File: src/esrb_pkg.sv
package esrb_pkg;

	// operation codes on the op field
	localparam logic OP_REQUEST = 1'b0;
	localparam logic OP_FINISH  = 1'b1;

	// result status codes
	typedef logic [1:0] status_t;
	localparam status_t ST_ACCEPTED = 2'd0;
	localparam status_t ST_AT_START = 2'd1;
	localparam status_t ST_FULL     = 2'd2;
	localparam status_t ST_ROUTE    = 2'd3;

endpackage

File: src/elevator_scan_route_builder.sv
// channel   dir  handshake            payload
// ------    ---  -------------------  ----------------------------------
// config    in   cfg_we               cfg_wdata (start floor)
// request   in   in_valid / in_ready  op, floor
// result    out  out_valid / out_ready route_floor, status, last
//
// a request into an empty store is written directly; otherwise the sorted
// insertion reads and shifts up each stored stop it moves past, then writes
// the new floor, and the result waits for the output register.
// a finish emits the start floor, then reads and emits each stored stop;
// the pace is set by the single read port and registered read data of the
// stop memories. in_ready is high only between items.
// arst_n clears counts, direction and the start floor; stop memories are not
// cleared. a stalled out_ready holds the result register and the sequencer.
module elevator_scan_route_builder #(
	parameter int MAX_REQUESTS = 31,
	parameter int FLOOR_BITS   = 8
) (
	input  logic                  clk,
	input  logic                  arst_n,
	input  logic                  cfg_we,
	input  logic [FLOOR_BITS-1:0] cfg_wdata,
	input  logic                  in_valid,
	output logic                  in_ready,
	input  logic                  op,
	input  logic [FLOOR_BITS-1:0] floor,
	output logic                  out_valid,
	input  logic                  out_ready,
	output logic [FLOOR_BITS-1:0] route_floor,
	output esrb_pkg::status_t     status,
	output logic                  last
);
	import esrb_pkg::*;

	localparam int IDX_W = (MAX_REQUESTS > 1) ? $clog2(MAX_REQUESTS) : 1;
	localparam int CNT_W = $clog2(MAX_REQUESTS + 1);

	typedef enum logic [2:0] {
		S_IDLE,
		S_INS_CMP,
		S_INS_FIN,
		S_RESULT,
		S_EM_START,
		S_EM_RD,
		S_EM_LD
	} state_t;

	state_t                state_q;
	logic [FLOOR_BITS-1:0] start_q;
	logic [CNT_W-1:0]      swp_cnt_q;
	logic [CNT_W-1:0]      ret_cnt_q;
	logic                  going_up_q;
	logic                  dir_fixed_q;
	logic                  sel_ret_q;
	logic                  asc_q;
	logic [FLOOR_BITS-1:0] f_q;
	logic [IDX_W-1:0]      pos_q;
	logic [IDX_W-1:0]      idx_q;
	logic                  emit_ret_q;
	status_t               res_status_q;

	logic                  out_valid_q;
	logic [FLOOR_BITS-1:0] route_floor_q;
	status_t               status_q;
	logic                  last_q;

	// stop memories and their registered read data
	logic [FLOOR_BITS-1:0] swp_mem [MAX_REQUESTS];
	logic [FLOOR_BITS-1:0] ret_mem [MAX_REQUESTS];
	logic [FLOOR_BITS-1:0] swp_rd_q;
	logic [FLOOR_BITS-1:0] ret_rd_q;

	logic                  mem_we;
	logic                  mem_sel;
	logic [IDX_W-1:0]      mem_waddr;
	logic [FLOOR_BITS-1:0] mem_wdata;
	logic                  mem_re;
	logic [IDX_W-1:0]      mem_raddr;

	logic                  in_fire;
	logic                  out_free;
	logic                  out_load;
	logic                  is_up;
	logic                  to_ret;
	logic [CNT_W-1:0]      ins_cnt;
	logic [CNT_W:0]        used;
	logic                  full;
	logic                  insert_ok;
	logic [FLOOR_BITS-1:0] prev;
	logic                  after;
	logic [CNT_W-1:0]      cur_cnt;
	logic                  idx_end;
	logic                  is_last;
	logic [FLOOR_BITS-1:0] emit_data;

	assign in_ready    = (state_q == S_IDLE);
	assign in_fire     = in_valid && in_ready;
	assign out_free    = !out_valid_q || out_ready;
	assign out_valid   = out_valid_q;
	assign route_floor = route_floor_q;
	assign status      = status_q;
	assign last        = last_q;

	// result register loads a new beat this cycle
	assign out_load = out_free &&
		(state_q == S_RESULT || state_q == S_EM_START || state_q == S_EM_LD);

	// request classification against the start floor
	assign is_up     = dir_fixed_q ? going_up_q : (floor > start_q);
	assign to_ret    = is_up ? (floor < start_q) : (floor > start_q);
	assign ins_cnt   = to_ret ? ret_cnt_q : swp_cnt_q;
	assign used      = {1'b0, swp_cnt_q} + {1'b0, ret_cnt_q};
	assign full      = used >= (CNT_W+1)'(MAX_REQUESTS);
	assign insert_ok = (floor != start_q) && !full;

	// insertion compare on the entry just read
	assign prev  = sel_ret_q ? ret_rd_q : swp_rd_q;
	assign after = asc_q ? (prev > f_q) : (prev < f_q);

	// emission bookkeeping
	assign cur_cnt   = emit_ret_q ? ret_cnt_q : swp_cnt_q;
	assign idx_end   = (CNT_W'(idx_q) + CNT_W'(1)) == cur_cnt;
	assign is_last   = idx_end && (emit_ret_q || (ret_cnt_q == '0));
	assign emit_data = emit_ret_q ? ret_rd_q : swp_rd_q;

	// memory port control
	always_comb begin
		mem_we    = 1'b0;
		mem_sel   = sel_ret_q;
		mem_waddr = pos_q;
		mem_wdata = f_q;
		mem_re    = 1'b0;
		mem_raddr = idx_q;
		unique case (state_q)
			S_IDLE: begin
				mem_sel = to_ret;
				if (in_fire && op == OP_REQUEST && insert_ok) begin
					if (ins_cnt == '0) begin
						mem_we    = 1'b1;
						mem_waddr = '0;
						mem_wdata = floor;
					end else begin
						mem_re    = 1'b1;
						mem_raddr = ins_cnt[IDX_W-1:0] - IDX_W'(1);
					end
				end
			end
			S_INS_CMP: begin
				mem_we = 1'b1;
				if (after) begin
					mem_wdata = prev;
					if (pos_q > IDX_W'(1)) begin
						mem_re    = 1'b1;
						mem_raddr = pos_q - IDX_W'(2);
					end
				end
			end
			S_INS_FIN: begin
				mem_we    = 1'b1;
				mem_waddr = '0;
			end
			S_EM_RD: begin
				mem_re = 1'b1;
			end
			default: begin
			end
		endcase
	end

	// stop memories, one write and one read port each
	always_ff @(posedge clk) begin
		if (mem_we && !mem_sel) begin
			swp_mem[mem_waddr] <= mem_wdata;
		end
		if (mem_we && mem_sel) begin
			ret_mem[mem_waddr] <= mem_wdata;
		end
		if (mem_re) begin
			swp_rd_q <= swp_mem[mem_raddr];
			ret_rd_q <= ret_mem[mem_raddr];
		end
	end

	// sequencer, route state and result register
	always_ff @(posedge clk or negedge arst_n) begin
		if (!arst_n) begin
			state_q       <= S_IDLE;
			start_q       <= '0;
			swp_cnt_q     <= '0;
			ret_cnt_q     <= '0;
			going_up_q    <= 1'b0;
			dir_fixed_q   <= 1'b0;
			sel_ret_q     <= 1'b0;
			asc_q         <= 1'b0;
			f_q           <= '0;
			pos_q         <= '0;
			idx_q         <= '0;
			emit_ret_q    <= 1'b0;
			res_status_q  <= ST_ACCEPTED;
			out_valid_q   <= 1'b0;
			route_floor_q <= '0;
			status_q      <= ST_ACCEPTED;
			last_q        <= 1'b0;
		end else begin
			if (cfg_we) begin
				start_q <= cfg_wdata;
			end
			if (out_valid_q && out_ready && !out_load) begin
				out_valid_q <= 1'b0;
			end
			unique case (state_q)
				S_IDLE: begin
					if (in_fire) begin
						if (op == OP_FINISH) begin
							state_q <= S_EM_START;
						end else if (floor == start_q) begin
							res_status_q <= ST_AT_START;
							state_q      <= S_RESULT;
						end else if (full) begin
							res_status_q <= ST_FULL;
							state_q      <= S_RESULT;
						end else begin
							going_up_q   <= is_up;
							dir_fixed_q  <= 1'b1;
							sel_ret_q    <= to_ret;
							asc_q        <= is_up ^ to_ret;
							f_q          <= floor;
							pos_q        <= ins_cnt[IDX_W-1:0];
							res_status_q <= ST_ACCEPTED;
							if (ins_cnt == '0) begin
								if (to_ret) begin
									ret_cnt_q <= ret_cnt_q + CNT_W'(1);
								end else begin
									swp_cnt_q <= swp_cnt_q + CNT_W'(1);
								end
								state_q <= S_RESULT;
							end else begin
								state_q <= S_INS_CMP;
							end
						end
					end
				end
				S_INS_CMP: begin
					if (after) begin
						pos_q <= pos_q - IDX_W'(1);
						if (pos_q == IDX_W'(1)) begin
							state_q <= S_INS_FIN;
						end
					end else begin
						if (sel_ret_q) begin
							ret_cnt_q <= ret_cnt_q + CNT_W'(1);
						end else begin
							swp_cnt_q <= swp_cnt_q + CNT_W'(1);
						end
						state_q <= S_RESULT;
					end
				end
				S_INS_FIN: begin
					if (sel_ret_q) begin
						ret_cnt_q <= ret_cnt_q + CNT_W'(1);
					end else begin
						swp_cnt_q <= swp_cnt_q + CNT_W'(1);
					end
					state_q <= S_RESULT;
				end
				S_RESULT: begin
					if (out_free) begin
						out_valid_q   <= 1'b1;
						route_floor_q <= '0;
						status_q      <= res_status_q;
						last_q        <= 1'b1;
						state_q       <= S_IDLE;
					end
				end
				S_EM_START: begin
					if (out_free) begin
						out_valid_q   <= 1'b1;
						route_floor_q <= start_q;
						status_q      <= ST_ROUTE;
						last_q        <= (used == '0);
						idx_q         <= '0;
						emit_ret_q    <= (swp_cnt_q == '0);
						if (used == '0) begin
							going_up_q  <= 1'b0;
							dir_fixed_q <= 1'b0;
							state_q     <= S_IDLE;
						end else begin
							state_q <= S_EM_RD;
						end
					end
				end
				S_EM_RD: begin
					state_q <= S_EM_LD;
				end
				S_EM_LD: begin
					if (out_free) begin
						out_valid_q   <= 1'b1;
						route_floor_q <= emit_data;
						status_q      <= ST_ROUTE;
						last_q        <= is_last;
						if (is_last) begin
							swp_cnt_q   <= '0;
							ret_cnt_q   <= '0;
							going_up_q  <= 1'b0;
							dir_fixed_q <= 1'b0;
							state_q     <= S_IDLE;
						end else begin
							if (idx_end) begin
								emit_ret_q <= 1'b1;
								idx_q      <= '0;
							end else begin
								idx_q <= idx_q + IDX_W'(1);
							end
							state_q <= S_EM_RD;
						end
					end
				end
				default: begin
					state_q <= S_IDLE;
				end
			endcase
		end
	end

	// both stores together never hold more than the request limit
	a_cnt_limit: assert property (@(posedge clk) disable iff (!arst_n)
		used <= (CNT_W+1)'(MAX_REQUESTS))
		else $error("stop counts exceed request limit");

	// the shifting insertion always has an entry below the write position
	a_ins_pos: assert property (@(posedge clk) disable iff (!arst_n)
		state_q == S_INS_CMP |-> pos_q != '0)
		else $error("insertion compare at position zero");

	// stops are never stored without a fixed direction
	a_dir_clear: assert property (@(posedge clk) disable iff (!arst_n)
		!dir_fixed_q |-> (swp_cnt_q == '0 && ret_cnt_q == '0))
		else $error("stops stored without a fixed direction");

endmodule
File: config.mk
export PLATFORM = sky130hd
export DESIGN_NAME = elevator_scan_route_builder
export DESIGN_NICKNAME = d
export VERILOG_FILES = /design/src/esrb_pkg.sv /design/src/elevator_scan_route_builder.sv
export SDC_FILE = /design/constraint.sdc
export NUM_CORES = 1
export LEC_CHECK = 0
export ABC_AREA = 1
export BUFFER_PORTS_ARGS = -buffer_cell sky130_fd_sc_hd__buf_2
export CORE_UTILIZATION = 55
export DETAILED_ROUTE_END_ITERATION = 8
export PLACE_DENSITY = 0.75
export SKIP_CTS_REPAIR_TIMING = 1
export SYNTH_ARGS = -nofsm -noshare
export SYNTH_HDL_FRONTEND = slang
export SYNTH_SLANG_ARGS = --single-unit
File: constraint.sdc
create_clock -name clk -period 5.1 [get_ports clk]
set_input_delay 0.255 -clock clk [delete_from_list [all_inputs] [get_ports clk]]
set_output_delay 0.255 -clock clk [all_outputs]
set_load 0.05 [all_outputs]
==> run_summary.xml <==
<?xml version="1.0" encoding="UTF-8"?>
<metrics>
  <group name="outcome">
    <metric name="status" unit="">finished, final reports clean</metric>
  </group>
  <group name="critical_path">
    <metric name="timing.reg2reg.worst_path_depth" unit="">22</metric>
    <metric name="worstSetupPathType" unit="">register to register</metric>
    <metric name="critical_path.startpoint_type" unit="">register</metric>
    <metric name="path_max_fanout" unit="">11</metric>
    <metric name="crit-reg2reg-launch" unit="">start_q[5]$_DFFE_PN0P_</metric>
    <metric name="critPathCaptureType" unit="">register</metric>
    <metric name="arrival" unit="ps">5150</metric>
    <metric name="critical_path.startpoint" unit="">start_q[5]$_DFFE_PN0P_</metric>
    <metric name="ff_to_ff_end" unit="">ret_mem[5][2]$_DFFE_PP_</metric>
    <metric name="ff2ff_setup_slack" unit="ps">190</metric>
    <metric name="worstPathRequired" unit="ps">5340</metric>
  </group>
  <group name="die">
    <metric name="die_height" unit="um">223.0</metric>
    <metric name="die_width" unit="um">223.0</metric>
    <metric name="core" unit="sq um">47950</metric>
    <metric name="start_util" unit="%">56.03</metric>
    <metric name="placement_rows" unit="">80</metric>
    <metric name="die_area" unit="sq um">49730</metric>
    <metric name="boundaryPins" unit="">35</metric>
  </group>
  <group name="yosys">
    <metric name="synth.cell_area" unit="sq um">26860</metric>
    <metric name="synth_commonest_cells" unit="">sky130_fd_sc_hd__nand2_1, sky130_fd_sc_hd__nand3_1, sky130_fd_sc_hd__edfxtp_1</metric>
    <metric name="synth_edf_count" unit="">512</metric>
    <metric name="synth_top_area_cell" unit="">sky130_fd_sc_hd__edfxtp_1</metric>
    <metric name="netlist.area_leader.share" unit="%">57.23</metric>
    <metric name="postSynth.asyncResetShare" unit="%">10.18</metric>
    <metric name="synth-seq-area-share" unit="%">62.63</metric>
    <metric name="syn_area_per_cell" unit="sq um">9.991</metric>
    <metric name="synthMostInstantiatedCell" unit="">sky130_fd_sc_hd__nand2_1</metric>
    <metric name="synth_warnings" unit="">0</metric>
    <metric name="post_synth_num_cell_types" unit="">53</metric>
    <metric name="synth_flop_cell" unit="">sky130_fd_sc_hd__edfxtp_1</metric>
    <metric name="post_synth_main_area_contributors" unit="">sky130_fd_sc_hd__edfxtp_1, sky130_fd_sc_hd__nand3_1, sky130_fd_sc_hd__nand2_1</metric>
    <metric name="ys_ff_latch" unit="">570</metric>
    <metric name="postSynthNetCount" unit="">2743</metric>
    <metric name="postSynthCellCount" unit="">2689</metric>
  </group>
  <group name="place">
    <metric name="placed_cell_area" unit="sq um">27830</metric>
    <metric name="dpl.hpwl" unit="um">42200</metric>
    <metric name="io_buffers" unit="">34</metric>
    <metric name="placed_cells" unit="">3251</metric>
    <metric name="pre_cts_ws" unit="ps">264.2</metric>
    <metric name="finalWeightedCongestion" unit="">0.8957</metric>
  </group>
  <group name="worst_hold_path">
    <metric name="min_path_cells" unit="">3</metric>
    <metric name="hold-path-endpoint" unit="">start_q[4]$_DFFE_PN0P_</metric>
    <metric name="hold_path.class" unit="">primary input to register</metric>
    <metric name="min_from" unit="">cfg_we</metric>
  </group>
  <group name="cells_and_area">
    <metric name="synthToLayoutAreaGrowth" unit="%">11.79</metric>
    <metric name="number_of_inserted_filler_cells_in_the_final_layout" unit="">3791</metric>
    <metric name="final_layout_size_suffix_gt1_share" unit="%">9.055</metric>
    <metric name="num_antenna_cells" unit="">0</metric>
    <metric name="layoutNonFillerInstCount" unit="">3376</metric>
    <metric name="fin_nets" unit="">2767</metric>
    <metric name="post-route-cell-area" unit="sq um">30030</metric>
  </group>
  <group name="clock_network">
    <metric name="cts_buffer_depth" unit="">3</metric>
    <metric name="clock_tree_from_tritoncts" unit="">built</metric>
    <metric name="clock_edge_transition_at_the_registers_on_the_reported_setup_and_hold_paths" unit="ps">70</metric>
    <metric name="cts.htree.levels" unit="">2</metric>
    <metric name="clkSinkCount" unit="">570</metric>
    <metric name="root_driver" unit="">sky130_fd_sc_hd__clkbuf_16</metric>
    <metric name="insertion_delay" unit="ps">630</metric>
    <metric name="numCtsBuffers" unit="">58</metric>
  </group>
  <group name="sta">
    <metric name="maxClockFrequency" unit="MHz">203.5</metric>
    <metric name="grt_setup_unrepaired" unit="">yes</metric>
    <metric name="post-route-worst-setup-slack" unit="ps">185.4</metric>
    <metric name="tightest_slew" unit="ps">1281</metric>
    <metric name="finalClockSkew" unit="ps">19.22</metric>
    <metric name="final_max_slew_viol_count" unit="">0</metric>
    <metric name="slew_headroom" unit="%">13.93</metric>
    <metric name="final-setup-viol-count" unit="">0</metric>
    <metric name="totalNegativeSetupSlack" unit="ps">0</metric>
    <metric name="ratio_of_final_minimum_period_to_clock_period" unit="%">96.36</metric>
    <metric name="post-route-min-period" unit="ps">4915</metric>
    <metric name="hold_violations" unit="">0</metric>
  </group>
  <group name="global_route">
    <metric name="grt_pass1_wl" unit="um">110200</metric>
    <metric name="grt_pass1_vias" unit="">19520</metric>
    <metric name="grt.overflow.total" unit="">0</metric>
    <metric name="largest_net_degree_at_the_start_of_global_routing" unit="">125</metric>
    <metric name="number_of_antenna_violations_at_the_first_check_in_global_routing" unit="">0</metric>
    <metric name="grt_use_total" unit="%">28.70</metric>
  </group>
  <group name="drt">
    <metric name="routed_wire_length_per_instance" unit="um">20.95</metric>
    <metric name="first_pass_iteration_count_of_the_detailed_router" unit="">6</metric>
    <metric name="viasPerCell" unit="">5.926</metric>
    <metric name="drt-total-wl" unit="um">70730</metric>
    <metric name="drcViolationCount" unit="">0</metric>
    <metric name="drt.antenna.violating_nets" unit="">0</metric>
    <metric name="detail_route.iter0.violations" unit="">2456</metric>
    <metric name="routed-via-count" unit="">20010</metric>
  </group>
  <group name="flow_run">
    <metric name="maxCapViolations" unit="">0</metric>
  </group>
</metrics>
## how the worst max path moves through the flow
stage / to / slack [ps] / cells past startpoint
2_1_floorplan: ret_mem[0][1]$_DFFE_PP_ / 360 / 20
3_3_place_gp: ret_mem[14][7]$_DFFE_PP_ / 420 / 25
3_5_place_dp: ret_mem[14][3]$_DFFE_PP_ / 260 / 25
4_1_cts: ret_mem[27][2]$_DFFE_PP_ / 240 / 25
5_1_grt: swp_mem[7][7]$_DFFE_PP_ / -80 / 22
6_report: ret_mem[5][2]$_DFFE_PP_ / 190 / 22
## critical path, cell delays in order, from the launching register on
cell and delay, ps:
sky130_fd_sc_hd__dfrtp_1 380, sky130_fd_sc_hd__inv_1 80, sky130_fd_sc_hd__ha_1 250, sky130_fd_sc_hd__a21oi_1 140, sky130_fd_sc_hd__nor2_1 50, sky130_fd_sc_hd__nor2_1 160, sky130_fd_sc_hd__nand2_2 120, sky130_fd_sc_hd__nand3_2 90
sky130_fd_sc_hd__nand2_2 70, sky130_fd_sc_hd__nand2_2 80, sky130_fd_sc_hd__nand2_2 140, sky130_fd_sc_hd__o21ai_0 400, sky130_fd_sc_hd__ha_1 240, sky130_fd_sc_hd__nand3_1 130, sky130_fd_sc_hd__nor2_4 140, sky130_fd_sc_hd__nand3_2 80
sky130_fd_sc_hd__nand3_1 100, sky130_fd_sc_hd__nand2_1 140, sky130_fd_sc_hd__inv_2 120, sky130_fd_sc_hd__nor2_1 50, sky130_fd_sc_hd__inv_1 150, sky130_fd_sc_hd__nand3_1 380, sky130_fd_sc_hd__nor3_1 1010
## flip-flops by register name, indices dropped and copies added, names as in the netlist, 2 cells and up
signal	flops
f_q	8
idx_q	5
pos_q	5
res_status_q	2
ret_cnt_q	5
ret_mem	248
ret_rd_q	8
route_floor	8
start_q	8
state_q	3
status	2
swp_cnt_q	5
swp_mem	248
swp_rd_q	8
## logic make-up (layout without fill, tap and decap cells)
kind of cell | after synthesis | after routing | share of synthesized area (%)
DFF | 570 | 570 | 62.63
and+or+nand+nor | 1418 | 1418 | 24.26
AOI/OAI and AO/OA | 158 | 158 | 3.498
muxes | 1 | 1 | 0.03726
xor gates and xnor gates | 14 | 14 | 0.4564
adders and majority gates | 32 | 32 | 1.518
buffers and inverters | 496 | 568 | 7.601
## stage by stage
stage                     hold slack [ps]  util, %
after CTS                          -191.6    62.08
after global routing                46.07    62.64
after floorplan                    -40.59        -
after detailed placement            457.5    58.05
after global placement              455.0    58.05
final                               14.84    62.64
## layout by cell type, fill, tap and decap left out, types with 34 or more instances in the layout
| cell | count |
|---|---|
| sky130_fd_sc_hd__nor2_1 | 104 |
| sky130_fd_sc_hd__o21ai_0 | 77 |
| sky130_fd_sc_hd__clkbuf_16 | 59 |
| sky130_fd_sc_hd__buf_2 | 34 |
| sky130_fd_sc_hd__nand3b_1 | 65 |
| sky130_fd_sc_hd__edfxtp_1 | 512 |
| sky130_fd_sc_hd__nand3_1 | 555 |
| sky130_fd_sc_hd__nor3_1 | 41 |
| sky130_fd_sc_hd__dfrtp_1 | 58 |
| sky130_fd_sc_hd__buf_4 | 52 |
| sky130_fd_sc_hd__inv_1 | 337 |
| sky130_fd_sc_hd__nand2_1 | 595 |
## metal layers
layer	part of all wire (%)	global-route usage (%)
met1	40	37.82
met4	3.1	10.83
met2	48	47.15
met5	0	0
met3	8.9	5.716
## area by class of cell
class                   instances  area [sq um]  share of cell area [%]
clock buffers                  66          1503                   5.004
multi-input cells            1623          8265                   27.52
inverters                     346          1299                   4.324
repair buffers                114         942.2                   3.137
flip-flops and latches        570         16830                   56.03
well taps                     615         769.5                   2.562
clock inverters                42         427.9                   1.425
Power is not shown: default switching activity piles up to over one toggle a cycle in this logic, so the estimate is an artifact.
